[src/rtl/aetok_pkg.sv]
// Package for the arithmetic expression tokenizer.
// Holds byte classes, token tags, character codes and the beat types that
// pass between the front, the back and the result queue. No dependencies.
`timescale 1ns / 1ps

package aetok_pkg;

  // Longest text that offsets and lengths track before they saturate.
  localparam int MAX_TEXT = 4096;

  // Field widths of the result beat.
  localparam int CH_W  = 8;
  localparam int TAG_W = 4;
  localparam int OFF_W = 12;
  localparam int LEN_W = 13;

  // Internal counters must hold MAX_TEXT itself.
  localparam int POS_W = $clog2(MAX_TEXT + 1);

  // Token tags.
  localparam logic [TAG_W-1:0] TAG_EOF     = 4'd0;
  localparam logic [TAG_W-1:0] TAG_IDENT   = 4'd1;
  localparam logic [TAG_W-1:0] TAG_GIVEN   = 4'd2;
  localparam logic [TAG_W-1:0] TAG_NUMBER  = 4'd3;
  localparam logic [TAG_W-1:0] TAG_PLUS    = 4'd4;
  localparam logic [TAG_W-1:0] TAG_MINUS   = 4'd5;
  localparam logic [TAG_W-1:0] TAG_STAR    = 4'd6;
  localparam logic [TAG_W-1:0] TAG_SLASH   = 4'd7;
  localparam logic [TAG_W-1:0] TAG_LPAREN  = 4'd8;
  localparam logic [TAG_W-1:0] TAG_RPAREN  = 4'd9;
  localparam logic [TAG_W-1:0] TAG_COLON   = 4'd10;
  localparam logic [TAG_W-1:0] TAG_COMMA   = 4'd11;
  localparam logic [TAG_W-1:0] TAG_UNKNOWN = 4'd12;

  // Character codes.
  localparam logic [CH_W-1:0] CH_NUL    = 8'h00;
  localparam logic [CH_W-1:0] CH_TAB    = 8'h09;
  localparam logic [CH_W-1:0] CH_LF     = 8'h0A;
  localparam logic [CH_W-1:0] CH_VT     = 8'h0B;
  localparam logic [CH_W-1:0] CH_FF     = 8'h0C;
  localparam logic [CH_W-1:0] CH_CR     = 8'h0D;
  localparam logic [CH_W-1:0] CH_SPACE  = 8'h20;
  localparam logic [CH_W-1:0] CH_LPAREN = 8'h28;
  localparam logic [CH_W-1:0] CH_RPAREN = 8'h29;
  localparam logic [CH_W-1:0] CH_STAR   = 8'h2A;
  localparam logic [CH_W-1:0] CH_PLUS   = 8'h2B;
  localparam logic [CH_W-1:0] CH_COMMA  = 8'h2C;
  localparam logic [CH_W-1:0] CH_MINUS  = 8'h2D;
  localparam logic [CH_W-1:0] CH_SLASH  = 8'h2F;
  localparam logic [CH_W-1:0] CH_DIG_LO = 8'h30;
  localparam logic [CH_W-1:0] CH_DIG_HI = 8'h39;
  localparam logic [CH_W-1:0] CH_COLON  = 8'h3A;
  localparam logic [CH_W-1:0] CH_UC_LO  = 8'h41;
  localparam logic [CH_W-1:0] CH_UC_HI  = 8'h5A;
  localparam logic [CH_W-1:0] CH_LC_LO  = 8'h61;
  localparam logic [CH_W-1:0] CH_LC_HI  = 8'h7A;

  // Keyword length and the keyword progress width.
  localparam int KW_LEN = 5;
  localparam int KW_W   = 3;

  // Byte classes decided by the front.
  typedef enum logic [2:0] {
    CLS_END,
    CLS_LETTER,
    CLS_DIGIT,
    CLS_SPACE,
    CLS_SINGLE
  } cls_e;

  // Classified input beat.
  typedef struct packed {
    cls_e             cls;
    logic [TAG_W-1:0] single_tag;
    logic [CH_W-1:0]  ch;
  } cls_item_t;

  // Result beat.
  typedef struct packed {
    logic [TAG_W-1:0] tag;
    logic [OFF_W-1:0] start_offset;
    logic [LEN_W-1:0] length;
    logic             overflow;
    logic             last;
  } token_t;

  // Letters of the keyword "given".
  function automatic logic [CH_W-1:0] kw_char(input logic [KW_W-1:0] idx);
    logic [CH_W-1:0] c;
    case (idx)
      3'd0:    c = 8'h67;
      3'd1:    c = 8'h69;
      3'd2:    c = 8'h76;
      3'd3:    c = 8'h65;
      3'd4:    c = 8'h6E;
      default: c = CH_NUL;
    endcase
    return c;
  endfunction

endpackage

[src/rtl/aetok_front.sv]
// Front of the tokenizer: classifies each input byte and holds the
// classified beats in a two-entry queue for the back. Uses aetok_pkg.
`timescale 1ns / 1ps

module aetok_front (
  input  logic                      clk_i,
  input  logic                      rst_ni,
  input  logic                      push,
  output logic                      full,
  input  logic [aetok_pkg::CH_W-1:0] ch_i,
  output logic                      item_valid_o,
  output aetok_pkg::cls_item_t      item_o,
  input  logic                      item_take_i
);
  import aetok_pkg::*;

  cls_item_t   cls_item;
  cls_item_t   mem_q [2];
  logic        wr_ptr_q, wr_ptr_d;
  logic        rd_ptr_q, rd_ptr_d;
  logic [1:0]  count_q, count_d;
  logic        wr_en;
  logic        rd_en;

  // Byte classification and one-byte token tags.
  always_comb begin
    cls_item.ch         = ch_i;
    cls_item.single_tag = TAG_UNKNOWN;
    cls_item.cls        = CLS_SINGLE;
    if (ch_i == CH_NUL) begin
      cls_item.cls = CLS_END;
    end else if ((ch_i >= CH_LC_LO && ch_i <= CH_LC_HI) ||
                 (ch_i >= CH_UC_LO && ch_i <= CH_UC_HI)) begin
      cls_item.cls = CLS_LETTER;
    end else if (ch_i >= CH_DIG_LO && ch_i <= CH_DIG_HI) begin
      cls_item.cls = CLS_DIGIT;
    end else if (ch_i == CH_SPACE || ch_i == CH_TAB || ch_i == CH_FF ||
                 ch_i == CH_VT || ch_i == CH_CR || ch_i == CH_LF) begin
      cls_item.cls = CLS_SPACE;
    end
    unique case (ch_i)
      CH_PLUS:   cls_item.single_tag = TAG_PLUS;
      CH_MINUS:  cls_item.single_tag = TAG_MINUS;
      CH_STAR:   cls_item.single_tag = TAG_STAR;
      CH_SLASH:  cls_item.single_tag = TAG_SLASH;
      CH_LPAREN: cls_item.single_tag = TAG_LPAREN;
      CH_RPAREN: cls_item.single_tag = TAG_RPAREN;
      CH_COLON:  cls_item.single_tag = TAG_COLON;
      CH_COMMA:  cls_item.single_tag = TAG_COMMA;
      default:   cls_item.single_tag = TAG_UNKNOWN;
    endcase
  end

  // Queue control.
  assign full         = (count_q == 2'd2);
  assign item_valid_o = (count_q != 2'd0);
  assign wr_en        = push && !full;
  assign rd_en        = item_take_i && item_valid_o;
  assign item_o       = mem_q[rd_ptr_q];

  always_comb begin
    wr_ptr_d = wr_ptr_q ^ wr_en;
    rd_ptr_d = rd_ptr_q ^ rd_en;
    count_d  = count_q + {1'b0, wr_en} - {1'b0, rd_en};
  end

  always_ff @(posedge clk_i or negedge rst_ni) begin
    if (!rst_ni) begin
      wr_ptr_q <= 1'b0;
      rd_ptr_q <= 1'b0;
      count_q  <= 2'd0;
    end else begin
      wr_ptr_q <= wr_ptr_d;
      rd_ptr_q <= rd_ptr_d;
      count_q  <= count_d;
    end
  end

  // Queue storage; payload needs no reset.
  always_ff @(posedge clk_i) begin
    if (wr_en) begin
      mem_q[wr_ptr_q] <= cls_item;
    end
  end

endmodule

[src/rtl/aetok_tok_fifo.sv]
// Result queue of the tokenizer: four entries, up to two writes and one
// read per cycle. Uses aetok_pkg for the token beat type.
`timescale 1ns / 1ps

module aetok_tok_fifo (
  input  logic               clk_i,
  input  logic               rst_ni,
  input  logic               we0_i,
  input  aetok_pkg::token_t  wdata0_i,
  input  logic               we1_i,
  input  aetok_pkg::token_t  wdata1_i,
  output logic               room2_o,
  output logic               empty,
  input  logic               pop,
  output aetok_pkg::token_t  rdata_o
);
  import aetok_pkg::*;

  token_t      mem_q [4];
  logic [1:0]  wr_ptr_q, wr_ptr_d;
  logic [1:0]  rd_ptr_q, rd_ptr_d;
  logic [2:0]  count_q, count_d;
  logic [1:0]  n_wr;
  logic        rd_en;

  // Two free entries are needed before the back may retire a byte.
  assign room2_o = (count_q <= 3'd2);
  assign empty   = (count_q == 3'd0);
  assign rd_en   = pop && !empty;
  assign rdata_o = mem_q[rd_ptr_q];
  assign n_wr    = {1'b0, we0_i} + {1'b0, we1_i};

  always_comb begin
    wr_ptr_d = wr_ptr_q + n_wr;
    rd_ptr_d = rd_ptr_q + {1'b0, rd_en};
    count_d  = count_q + {1'b0, n_wr} - {2'b00, rd_en};
  end

  always_ff @(posedge clk_i or negedge rst_ni) begin
    if (!rst_ni) begin
      wr_ptr_q <= 2'd0;
      rd_ptr_q <= 2'd0;
      count_q  <= 3'd0;
    end else begin
      wr_ptr_q <= wr_ptr_d;
      rd_ptr_q <= rd_ptr_d;
      count_q  <= count_d;
    end
  end

  // The second write is only used together with the first.
  always_ff @(posedge clk_i) begin
    if (we0_i) begin
      mem_q[wr_ptr_q] <= wdata0_i;
    end
    if (we1_i) begin
      mem_q[wr_ptr_q + 2'd1] <= wdata1_i;
    end
  end

endmodule

[src/rtl/aetok_back.sv]
// Back of the tokenizer: keeps the run state and position, turns each
// classified beat into zero, one or two tokens. Uses aetok_pkg.
`timescale 1ns / 1ps

module aetok_back (
  input  logic                 clk_i,
  input  logic                 rst_ni,
  input  logic                 item_valid_i,
  input  aetok_pkg::cls_item_t item_i,
  output logic                 item_take_o,
  input  logic                 room2_i,
  output logic                 we0_o,
  output aetok_pkg::token_t    tok0_o,
  output logic                 we1_o,
  output aetok_pkg::token_t    tok1_o
);
  import aetok_pkg::*;

  localparam logic [1:0] MODE_IDLE   = 2'd0;
  localparam logic [1:0] MODE_IDENT  = 2'd1;
  localparam logic [1:0] MODE_NUMBER = 2'd2;

  logic [1:0]       mode_q, mode_d;
  logic [POS_W-1:0] pos_q, pos_d;
  logic [OFF_W-1:0] start_q, start_d;
  logic [POS_W-1:0] len_q, len_d;
  logic [KW_W-1:0]  kw_q, kw_d;
  logic             miss_q, miss_d;
  logic             sat_q, sat_d;

  logic             pos_full;
  logic             len_full;
  logic [OFF_W-1:0] cur_off;
  logic [POS_W-1:0] pos_adv;
  logic             sat_adv;
  logic             kw_hit;
  logic             kw_first;
  token_t           run_tok;
  token_t           eof_tok;
  token_t           one_tok;

  assign item_take_o = item_valid_i && room2_i;

  // Offset of this byte, clamped, and the position after taking it.
  assign pos_full = (pos_q >= POS_W'(MAX_TEXT));
  assign cur_off  = pos_full ? OFF_W'(MAX_TEXT - 1) : pos_q[OFF_W-1:0];
  assign pos_adv  = pos_full ? pos_q : pos_q + POS_W'(1);
  assign sat_adv  = sat_q | pos_full;
  assign len_full = (len_q >= POS_W'(MAX_TEXT));

  // Keyword match against the next expected letter.
  assign kw_hit   = !miss_q && (kw_q < KW_W'(KW_LEN)) && (item_i.ch == kw_char(kw_q));
  assign kw_first = (item_i.ch == kw_char(KW_W'(0)));

  // Candidate tokens.
  always_comb begin
    run_tok.tag          = (mode_q == MODE_NUMBER) ? TAG_NUMBER :
                           (!miss_q && kw_q == KW_W'(KW_LEN)) ? TAG_GIVEN : TAG_IDENT;
    run_tok.start_offset = start_q;
    run_tok.length       = LEN_W'(len_q);
    run_tok.overflow     = sat_q;
    run_tok.last         = 1'b0;

    eof_tok.tag          = TAG_EOF;
    eof_tok.start_offset = cur_off;
    eof_tok.length       = '0;
    eof_tok.overflow     = sat_q;
    eof_tok.last         = 1'b1;

    one_tok.tag          = item_i.single_tag;
    one_tok.start_offset = cur_off;
    one_tok.length       = LEN_W'(1);
    one_tok.overflow     = sat_adv;
    one_tok.last         = 1'b1;
  end

  // Run state update and token selection for one beat.
  always_comb begin
    mode_d  = mode_q;
    pos_d   = pos_q;
    start_d = start_q;
    len_d   = len_q;
    kw_d    = kw_q;
    miss_d  = miss_q;
    sat_d   = sat_q;
    we0_o   = 1'b0;
    we1_o   = 1'b0;
    tok0_o  = run_tok;
    tok1_o  = one_tok;

    if (item_take_o) begin
      if (item_i.cls == CLS_END) begin
        // Flush any run, then eof; everything returns to reset values.
        we0_o = 1'b1;
        if (mode_q != MODE_IDLE) begin
          we1_o  = 1'b1;
          tok1_o = eof_tok;
        end else begin
          tok0_o = eof_tok;
        end
        mode_d  = MODE_IDLE;
        pos_d   = '0;
        start_d = '0;
        len_d   = '0;
        kw_d    = '0;
        miss_d  = 1'b0;
        sat_d   = 1'b0;
      end else if ((mode_q == MODE_IDENT && item_i.cls == CLS_LETTER) ||
                   (mode_q == MODE_NUMBER && item_i.cls == CLS_DIGIT)) begin
        // The byte extends the current run.
        pos_d = pos_adv;
        if (len_full) begin
          sat_d = 1'b1;
        end else begin
          len_d = len_q + POS_W'(1);
          sat_d = sat_adv;
        end
        if (mode_q == MODE_IDENT) begin
          if (kw_hit) begin
            kw_d = kw_q + KW_W'(1);
          end else begin
            miss_d = 1'b1;
          end
        end
      end else begin
        // The byte closes any run and is taken on its own.
        pos_d  = pos_adv;
        sat_d  = sat_adv;
        mode_d = MODE_IDLE;
        len_d  = '0;
        kw_d   = '0;
        miss_d = 1'b0;
        if (item_i.cls == CLS_LETTER) begin
          mode_d  = MODE_IDENT;
          start_d = cur_off;
          len_d   = POS_W'(1);
          kw_d    = kw_first ? KW_W'(1) : KW_W'(0);
          miss_d  = !kw_first;
        end else if (item_i.cls == CLS_DIGIT) begin
          mode_d  = MODE_NUMBER;
          start_d = cur_off;
          len_d   = POS_W'(1);
        end
        if (mode_q != MODE_IDLE) begin
          we0_o = 1'b1;
          if (item_i.cls == CLS_SINGLE) begin
            we1_o = 1'b1;
          end else begin
            tok0_o.last = 1'b1;
          end
        end else if (item_i.cls == CLS_SINGLE) begin
          we0_o  = 1'b1;
          tok0_o = one_tok;
        end
      end
    end
  end

  always_ff @(posedge clk_i or negedge rst_ni) begin
    if (!rst_ni) begin
      mode_q  <= MODE_IDLE;
      pos_q   <= '0;
      start_q <= '0;
      len_q   <= '0;
      kw_q    <= '0;
      miss_q  <= 1'b0;
      sat_q   <= 1'b0;
    end else begin
      mode_q  <= mode_d;
      pos_q   <= pos_d;
      start_q <= start_d;
      len_q   <= len_d;
      kw_q    <= kw_d;
      miss_q  <= miss_d;
      sat_q   <= sat_d;
    end
  end

endmodule

[src/rtl/arith_expression_tokenizer_unit.sv]
// Top level of the arithmetic expression tokenizer.
// Instantiates aetok_front, aetok_back and aetok_tok_fifo; uses aetok_pkg.
//
//   Channel   Handshake           Payload
//   input     push / full         ch_i
//   result    empty / pop         tag_o start_offset_o length_o overflow_o last_o
//
// One byte is retired per cycle by the back while the result queue has room. A
// byte passes the front queue, and its tokens the result queue, before they reach
// the result ports. Each byte yields up to two result beats, and one result beat
// leaves per cycle while pop is high and the result queue is not empty.
// The back retires a byte only when the result queue has two free entries, so a
// stalled result side fills the result queue and then the front queue.
// Reset clears the run state, the position and both queues.
`timescale 1ns / 1ps

module arith_expression_tokenizer_unit (
  input  logic                        clk_i,
  input  logic                        rst_ni,
  input  logic                        push,
  output logic                        full,
  input  logic [aetok_pkg::CH_W-1:0]  ch_i,
  output logic                        empty,
  input  logic                        pop,
  output logic [aetok_pkg::TAG_W-1:0] tag_o,
  output logic [aetok_pkg::OFF_W-1:0] start_offset_o,
  output logic [aetok_pkg::LEN_W-1:0] length_o,
  output logic                        overflow_o,
  output logic                        last_o
);
  import aetok_pkg::*;

  logic      item_valid;
  cls_item_t item;
  logic      item_take;
  logic      room2;
  logic      we0;
  logic      we1;
  token_t    tok0;
  token_t    tok1;
  token_t    rdata;

  // Classifier and input queue.
  aetok_front u_front (
    .clk_i        (clk_i),
    .rst_ni       (rst_ni),
    .push         (push),
    .full         (full),
    .ch_i         (ch_i),
    .item_valid_o (item_valid),
    .item_o       (item),
    .item_take_i  (item_take)
  );

  // Run tracking and token generation.
  aetok_back u_back (
    .clk_i        (clk_i),
    .rst_ni       (rst_ni),
    .item_valid_i (item_valid),
    .item_i       (item),
    .item_take_o  (item_take),
    .room2_i      (room2),
    .we0_o        (we0),
    .tok0_o       (tok0),
    .we1_o        (we1),
    .tok1_o       (tok1)
  );

  // Result queue.
  aetok_tok_fifo u_tok_fifo (
    .clk_i    (clk_i),
    .rst_ni   (rst_ni),
    .we0_i    (we0),
    .wdata0_i (tok0),
    .we1_i    (we1),
    .wdata1_i (tok1),
    .room2_o  (room2),
    .empty    (empty),
    .pop      (pop),
    .rdata_o  (rdata)
  );

  assign tag_o          = rdata.tag;
  assign start_offset_o = rdata.start_offset;
  assign length_o       = rdata.length;
  assign overflow_o     = rdata.overflow;
  assign last_o         = rdata.last;

endmodule
[config.mk]
export PLATFORM = sky130hd
export DESIGN_NAME = arith_expression_tokenizer_unit
export DESIGN_NICKNAME = d
export VERILOG_FILES = /design/src/rtl/aetok_pkg.sv /design/src/rtl/aetok_front.sv /design/src/rtl/aetok_tok_fifo.sv /design/src/rtl/aetok_back.sv /design/src/rtl/arith_expression_tokenizer_unit.sv
export SDC_FILE = /design/constraint.sdc
export NUM_CORES = 1
export LEC_CHECK = 0
export BUFFER_PORTS_ARGS = -buffer_cell sky130_fd_sc_hd__buf_4
export CAP_MARGIN = 20
export CORE_ASPECT_RATIO = 1.1
export CORE_MARGIN = 3
export CORE_UTILIZATION = 45
export DETAILED_ROUTE_END_ITERATION = 6
export PLACE_DENSITY_LB_ADDON = 0.3
export SLEW_MARGIN = 15
export SYNTH_ARGS = -nofsm -noshare
export SYNTH_HDL_FRONTEND = slang
export SYNTH_HIERARCHICAL = 1
export SYNTH_SLANG_ARGS = --single-unit
[constraint.sdc]
create_clock -name clk_i -period 6.2 [get_ports clk_i]
set_clock_uncertainty 0.1 [all_clocks]
set_input_delay 1.24 -clock clk_i [delete_from_list [all_inputs] [get_ports clk_i]]
set_output_delay 1.24 -clock clk_i [all_outputs]
set_load 0.005 [all_outputs]
Word level (Yosys, flattened, before mapping)
Memory sizes are Yosys's and may differ from the RTL's.
Index checks and enable logic that the tools add are counted.
{"block": "classes", "n_eq_ne": 33, "n_lt_le_gt_ge": 10, "mux": 65, "n_reduce_logical": 36, "n_bitwise": 3, "addsub": 11}
{"operator": "$mux W31", "n": 8}
{"operator": "$mux W13", "n": 6}
{"operator": "$eq A8 B6 Y1 const B", "n": 9}
{"operator": "$mux W12", "n": 5}
{"operator": "$eq A8 B4 Y1 const B", "n": 5}
{"operator": "$pmux W7 S5", "n": 1}
{"operator": "$pmux W4 S8", "n": 1}
{"operator": "$mux W30", "n": 1}
{"operator": "$mux W1", "n": 28}
{"operator": "$mux W3", "n": 9}
{"operator": "$add A13 B1 Y13 const B", "n": 2}
{"operator": "$ge A13 B13 Y1 const B", "n": 2}
{"operator": "$ge A8 B7 Y1 const B", "n": 2}
{"operator": "$le A8 B7 Y1 const B", "n": 2}
{"operator": "$logic_and A1 B1 Y1", "n": 12}
{"operator": "$mux W2", "n": 5}
{"operator": "$eq A3 B2 Y1 const B", "n": 3}
{"operator": "$eq A3 B3 Y1 const B", "n": 3}
{"operator": "$logic_not A3 Y1", "n": 3}
{"operator": "$reduce_and A3 Y1", "n": 3}
{"operator": "$eq A8 B7 Y1", "n": 1}
{"operator": "$eq A8 B7 Y1 const B", "n": 1}
{"operator": "$ge A8 B6 Y1 const B", "n": 1}
{"operator": "$le A8 B6 Y1 const B", "n": 1}
{"operator": "26 further kinds", "n": 44}
{"block": "totals", "regBits": 56, "mem_count": 2, "elab_cells": 173, "ramBits": 154, "output_inout_bits": 33, "in_bits": 12}
{"memory": "u_tok_fifo.mem_q", "words": 4, "word_bits": 31, "rd": 1, "rd_ports_with_merged_regs": 0, "write_ports": 2, "line_no": "aetok_tok_fifo.sv:19", "source": "token_t mem_q [4];"}
{"memory": "u_front.mem_q", "words": 2, "word_bits": 15, "rd": 1, "rd_ports_with_merged_regs": 0, "write_ports": 1, "line_no": "aetok_front.sv:18", "source": "cls_item_t mem_q [2];"}

Longest topological paths before layout
Gate-level depths: netlist of the first run.
{"block": "logic_depth", "word_depth": 10, "depth_mapped": 18, "ltp_nobuf": 16}

Hierarchy
Netlist of the first run, hierarchy kept.
{"mod": "aetok_tok_fifo", "cells_each": 337, "seq_area_each_um2": 3898.7, "instances": 1, "area_each_um2": 6341.1}
{"mod": "aetok_back", "cells_each": 375, "seq_area_each_um2": 1126.1, "instances": 1, "area_each_um2": 2976.6}
{"mod": "aetok_front", "cells_each": 103, "seq_area_each_um2": 1001.0, "instances": 1, "area_each_um2": 1536.5}

Least setup slack after synthesis of the first run
No wires, ideal clock.
{"block": "synth_timing", "path_kind": "reg-to-reg", "startpoint": "reg u_front.rd_ptr_q", "endpoint": "mem u_tok_fifo/mem_q[2][0] in the netlist's numbering (enable)", "t_required_ns": 5.638, "arrival_ns": 4.271, "synth_period_minus_slack_ns": 4.833, "setup_slack_ns": 1.367, "path_buffers": 2, "stages_incl_launch_ff": 10, "setup_time_ns": 0.462, "path_cell_list": "dfrtp_1 > clkbuf_1 > buf_2 > mux2_2 > nand4bb_1 > a21o_1 > nand2_1 > a21oi_1 > nand2b_1 > o21ai_0"}
{"item": "from (decl)", "line_no": "aetok_front.sv:20", "source": "logic rd_ptr_q, rd_ptr_d;"}
{"item": "from (signal assigned)", "line_no": "aetok_front.sv:74", "source": "rd_ptr_q <= rd_ptr_d;"}
{"item": "to (decl)", "line_no": "aetok_tok_fifo.sv:19"}

==> results.md, run 1 <==
- Crit path time final: 4.43 ns
- Fill count: 1958
- Ys async rst share: 0.267
- Post-cts sizing count: 0
- Residual DRC: 0
- Synthesized cell area: 10900 µm²
- HPWL Detailed: 14.1 mm
- Area leader, netlist: edfxtp_1
- Crit. End Element: register
- Hold crit path type: reg -> reg
- Ys Warns: 6
- Root Driver: clkbuf_16
- CTS tree: yes
- CTS sink count: 210
- Seq pwr share: 0.407
- Hold_buf cts: 0
- Synth top area cells: edfxtp_1, mux2_2, dfrtp_1
- Pins Over Slew Limit: 0
- Post-Syn Area per Cell: 13.3 µm²
- Combinational Power Share: 0.331
- Initial Util: 0.466
- Setup TNS: 0 ns
- #FFs+latches synth: 210
- Sequential cell area: 6030 µm²
- Worst-Skew Late Latency: 0.50 ns
- Routed wire length: 22.1 mm
- Clock transition at the registers of the reported paths: 0.06 ns
- Synth cell types: 66
- Crit path arrival time: 4.51 ns
- # IOs: 45
- Internal: 3.36 mW
- GRT Util Overall: 0.172
- Initial antenna violation count: 0
- Outcome: finished, final reports clean
- Setup bufs post-CTS: 0
- Port buffer count: 44
- Maximum vdd ir drop: 209 µV
- Iteration-0 DRC Markers: 323
- Achievable Freq: 0.226 GHz
- Vias in the first global route: 6614
- RSZ-0062 raised after global routing: false
- Multi-input gate area: 4500 µm²
- Die Y: 169 µm
- Synth Instances: 815
- Most used DFF post-synth: edfxtp_1
- Setup violators final: 0
- Relative slew margins: 0.420
- Post-synth EDFFs: 154
- RePlAce Congestion: 0.803
- Vias per cell: 5.47
- Max Cap Viol: 0
- Net count, final: 887
- ANT cells: 0
- Core area: 23300 µm²
- Total die area: 26000 µm²
- Overflow after GRT: 0
- H-tree levels: 1
- Net Switching: 1.56 mW
- Routed length per instance: 18.9 µm
- Final hold violation count: 0
- Sw frac: 0.317
- Routed Antenna Nets: 0
- Req. time, crit path: 6.28 ns
- Count leader, synth: edfxtp_1
- Layout cells sized above 1: 0.319
- Worst Path Max Fanout: 17
- CP Class: reg -> reg
- Die width: 154 µm
- Seq/Total Area, Yosys: 0.555
- First-pass GRT wire length: 36.1 mm
- Vias post-DR: 6410
- Reg2Reg Setup Slack: 1.77 ns
- Commonest cells in the netlist: edfxtp_1, mux2_2, nand2_1
- Fin Hold WS: 0.372 ns
- Synthesis-to-layout area growth: 12.4%
- Worst-margin pin slew: 0.867 ns
- Clk network pwr share: 0.262
- Tcrit/Tclk final: 0.714
- Cts bufs inserted: 23
- Pin count of the biggest net entering global routing: 57
- Leakage: 4.82 nW
- Setup crit start kind: register
- CTS Buffer Depth: 3
- Number of cell rows: 58
- Area fraction of the dominant cell type after synthesis: 0.426
- Pwr dens: 404 nW/µm²
- Initial DRT Pass Iterations: 5
state kept, by name, indices dropped and copies added, names as in the netlist, 2 cells and up:
signal,count
u_back/kw_q,3
u_back/len_q,13
u_back/mode_q,2
u_back/pos_q,13
u_back/start_q,12
u_front/count_q,2
u_front/mem_q,30
u_tok_fifo/count_q,3
u_tok_fifo/mem_q,124
u_tok_fifo/rd_ptr_q,2
u_tok_fifo/wr_ptr_q,2
layer usage:
metal / global-route usage / up-vias / part of all wire
li1: - / 3080 / -
met1: 0.238 / 3185 / 0.46
met2: 0.293 / 119 / 0.49
met3: 0.0235 / 26 / 0.041
met4: 0.0384 / 0 / 0.015
met5: 0 / - / 0
critical path: stages (launching register included):
cell and delay (ns):
dfrtp_1 0.77, mux2_2 0.48, nand4bb_1 0.16, a21o_1 0.30, nand2_1 0.25, nor2_1 0.45
nand3b_1 0.68, o21ai_4 0.53, buf_4 0.38
power groups by stage:
stage,Combinational [mW],Clock [mW],Sequential (mW)
CTS,1.65,1.33,2.01
global route,1.80,1.39,2.03
detailed placement,1.63,0,2.04
floorplan,1.14,0,1.94
finish,1.63,1.29,2.00
global placement,1.61,0,2.03
metrics by stage:
step,std cells,power [mW],setup WS (ns),cell area [µm²],utilization
2_1_floorplan,826,3.08,1.37,10900,-
3_3_place_gp,1127,3.64,1.89,11400,0.490
3_5_place_dp,1128,3.67,1.74,11400,0.491
4_1_cts,1169,4.99,1.70,12200,0.522
5_1_grt,1171,5.23,1.47,12200,0.524
6_report,1171,4.93,1.77,12200,0.524
kinds of logic after synthesis:
logic type      count (synthesis)  share of synthesized area
xor+xnor                       21                     0.0169
other cells                     2                   0.000692
fa+ha+maj                      21                     0.0247
mux                           176                      0.214
compound gates                 96                     0.0546
simple gates                  203                     0.0945
buf+inv                        86                     0.0390
flops                         210                      0.555
layout make-up:
class,instances,area share
flip-flops and latches,210,0.494
multi-input cells,530,0.369
clock buffers,25,0.0478
repair buffers,55,0.0375
well taps,300,0.0308
inverters,35,0.0108
clock inverters,16,0.0105
final timing paths:
kind | start | to | cells after the start
max reg2reg | u_front/rd_ptr_q | u_tok_fifo/mem_q[2][11] | 8
min reg2reg | u_tok_fifo/rd_ptr_q[1] | u_tok_fifo/rd_ptr_q[1] | 1
min in group asynchronous | rst_ni | u_back/pos_q[6] | 1
max in group asynchronous | rst_ni | u_tok_fifo/rd_ptr_q[0] | 1
max | u_front/rd_ptr_q | u_tok_fifo/mem_q[2][11] | 8
min | u_tok_fifo/rd_ptr_q[1] | u_tok_fifo/rd_ptr_q[1] | 1
cell usage in the layout (no fill, tap or decap), types with 3 or more instances in the layout:
cell type	count
nand2_1	68
nand3_1	11
buf_4	52
mux2i_1	3
ha_1	19
conb_1	13
nand4_1	5
dfrtp_1	55
a21oi_2	3
nor3_1	5
mux2_2	137
clkinv_2	6
xnor2_1	7
nor2_1	45
mux2_1	5
clkbuf_16	23
nand2b_1	7
edfxtp_1	154
a21o_1	4
or3_1	4
clkinv_1	7
inv_1	33
mux4_2	31
xor2_1	14
o31ai_1	5
and3_1	8
nor4b_1	3
o21ai_0	44
nand3b_1	5
and2_1	21
a21oi_1	19
Power figures use the tool's default switching activity.
==> run 2: changes to the inputs <==
clock period = 4.4 ns   (was 6.2 ns; I/O delays follow)
==> run 2 against run 1 <==
Against the previous run:
- register-to-register slack worse by 0.99 ns
- combinational power up 45%
- first-iteration DRC count up 25%
- count of clock-buffer cells in the layout unchanged
- sequential share of layout area down 0.056 points
- largest power group unchanged
==> results.md, run 2 (same netlist as run 1, synthesis figures left out) <==
- Final hold violation count: 0 (unchanged)
- Port buffer count: 44 (unchanged)
- Slowest CP cell: mux2_2 (was dfrtp_1)
- Core area: 23300 µm² (unchanged)
- Clock transition at the registers of the reported paths: 0.06 ns (about the same)
- ANT cells: 0 (unchanged)
- Crit path arrival time: 3.90 ns (was 4.51 ns)
- Die Y: 169 µm (unchanged)
- Pwr dens: 571 nW/µm² (was 404 nW/µm²)
- Synthesis-to-layout area growth: 12.5% (was 12.4%)
- Setup TNS: 0 ns (unchanged)
- Cts bufs inserted: 23 (unchanged)
- Crit path time final: 3.62 ns (was 4.43 ns)
- Pins Over Slew Limit: 0 (unchanged)
- Worst-Skew Late Latency: 0.50 ns (about the same)
- Initial antenna violation count: 0 (unchanged)
- Max Cap Viol: 0 (unchanged)
- Vias per cell: 5.57 (was 5.47)
- Leading cell type in the layout, fill and taps excluded: edfxtp_1 (unchanged)
- CP Class: reg -> reg (unchanged)
- Setup violators final: 0 (unchanged)
- GRT Util Overall: 0.177 (was 0.172)
- Initial Util: 0.466 (unchanged)
- # IOs: 45 (unchanged)
- Overflow after GRT: 0 (unchanged)
- Fin Hold WS: 0.363 ns (was 0.372 ns)
- HPWL Detailed: 14.1 mm (about the same)
- Routed wire length: 22.7 mm (was 22.1 mm)
- Post-cts sizing count: 0 (unchanged)
- First-pass GRT wire length: 36.9 mm (was 36.1 mm)
- Net count, final: 892 (was 887)
- Setup bufs post-CTS: 0 (unchanged)
- Max reg flops: 124 (unchanged)
- Layout cells sized above 1: 0.325 (was 0.319)
- Pin count of the biggest net entering global routing: 57 (unchanged)
- Crit. End Element: register (unchanged)
- Routed length per instance: 19.3 µm (was 18.9 µm)
- Number of cell rows: 58 (unchanged)
- Vias in the first global route: 6695 (was 6614)
- Achievable Freq: 0.276 GHz (was 0.226 GHz)
- Worst-margin pin slew: 0.889 ns (was 0.867 ns)
- Setup crit start kind: register (unchanged)
- CTS tree: yes (unchanged)
- Commonest non-fill, non-tap cells in the layout: edfxtp_1, mux2_2, nand2_1 (unchanged)
- Worst Path Max Fanout: 9 (was 17)
- Residual DRC: 0 (unchanged)
- Die width: 154 µm (unchanged)
- Outcome: finished, final reports clean (unchanged)
- Maximum vdd ir drop: 310 µV (was 209 µV)
- Iteration-0 DRC Markers: 403 (was 323)
- RSZ-0062 raised after global routing: false (unchanged)
- Root Driver: clkbuf_16 (unchanged)
- Largest registers: u_tok_fifo/mem_q: 124 flops, u_front/mem_q: 30 flops (unchanged)
- H-tree levels: 1 (unchanged)
- Vias post-DR: 6554 (was 6410)
- Leakage: 4.84 nW (was 4.82 nW)
- CTS Buffer Depth: 3 (unchanged)
- Tcrit/Tclk final: 0.823 (was 0.714)
- Relative slew margins: 0.403 (was 0.420)
- RePlAce Congestion: 0.795 (was 0.803)
- Crit-path cells: mux2_2 -> nand4bb_1 -> a21o_1 -> nand2_1 -> nor2_1 -> ha_1 -> inv_1 -> ha_1 -> inv_1 -> ha_1 -> inv_1 -> fa_1 -> xor2_1 -> xnor2_1 (was mux2_2 -> nand4bb_1 -> a21o_1 -> nand2_1 -> nor2_1 -> nand3b_1 -> o21ai_4 -> buf_4)
- Initial DRT Pass Iterations: 5 (unchanged)
- Hold_buf cts: 0 (unchanged)
- Routed Antenna Nets: 0 (unchanged)
- Hold crit path type: in -> async (was reg -> reg)
- Req. time, crit path: 4.68 ns (was 6.28 ns)
- Total die area: 26000 µm² (unchanged)
- Most flops, register: u_tok_fifo/mem_q (unchanged)
- Delay of the slowest critical-path stage: 0.41 ns (was 0.77 ns)
- CTS sink count: 210 (unchanged)
run 2: changes by cell type in the layout (fill, tap and decap cells not counted), sizes merged:
cell | before | now
buf | 55 | 60
bufinv | 2 | 1
inv | 34 | 36
run 2: layer usage:
layer / track usage / routed length, µm / vias up / share of wire
met2: 0.303 / 11200 / 153 / 0.49
met3: 0.0210 / 1020 / 33 / 0.045
met4: 0.0422 / 395 / 0 / 0.017
met5: 0 / 0 / - / 0
li1: - / - / 3097 / -
met1: 0.242 / 10100 / 3271 / 0.45
run 2: critical path, delay by kind of cell (launching register included):
| family | cells | cell delay [ns] |
|---|---|---|
| adders and majority gates | 4 | 1.03 |
| and+or+nand+nor | 3 | 0.79 |
| muxes | 1 | 0.41 |
| DFF | 1 | 0.40 |
| AOI/OAI and AO/OA | 1 | 0.30 |
| xor gates and xnor gates | 2 | 0.29 |
| buffers and inverters | 3 | 0.16 |
run 2: through the flow:
stage                     total power, mW  std cells  setup slack [ns]  cell area [µm²]   util
after floorplan                      4.34        826            -0.433            10900      -
after global placement               5.19       1135             0.863            11500  0.494
after detailed placement             5.24       1135             0.773            11500  0.494
after CTS                            7.06       1177             0.763            12200  0.524
after global routing                 7.39       1177             0.500            12200  0.524
final                                6.98       1177             0.781            12200  0.524
run 2: layout make-up:
cell class	instances	area, µm²
flip-flops and latches	210	6030
well taps	300	375
fillers	1983	11100
multi-input cells	530	4500
inverters	35	131
clock inverters	17	124
repair buffers	60	475
clock buffers	25	583
run 2: final timing paths:
| kind | from | to | slack [ns] | cells after the start |
|---|---|---|---|---|
| worst min-delay path | rst_ni | u_back/start_q[9] | 0.36 | 1 |
| worst min register to register | u_back/start_q[5] | u_back/start_q[5] | 0.38 | 2 |
| max in group asynchronous | rst_ni | u_tok_fifo/rd_ptr_q[0] | 3.28 | 1 |
| min in group clk_i | u_back/start_q[5] | u_back/start_q[5] | 0.38 | 2 |
| worst max register to register | u_front/rd_ptr_q | u_tok_fifo/count_q[2] | 0.78 | 14 |
| worst max-delay path | u_front/rd_ptr_q | u_tok_fifo/count_q[2] | 0.78 | 14 |
run 2: power breakdown:
group / internal [mW] / total [mW] / leakage (nW) / switching, mW
Combinational: 1.10 / 2.37 / 2.31 / 1.27
Clock: 1.02 / 1.80 / 0.345 / 0.774
Sequential: 2.59 / 2.81 / 2.18 / 0.223
Total: 4.71 / 6.98 / 4.84 / 2.27
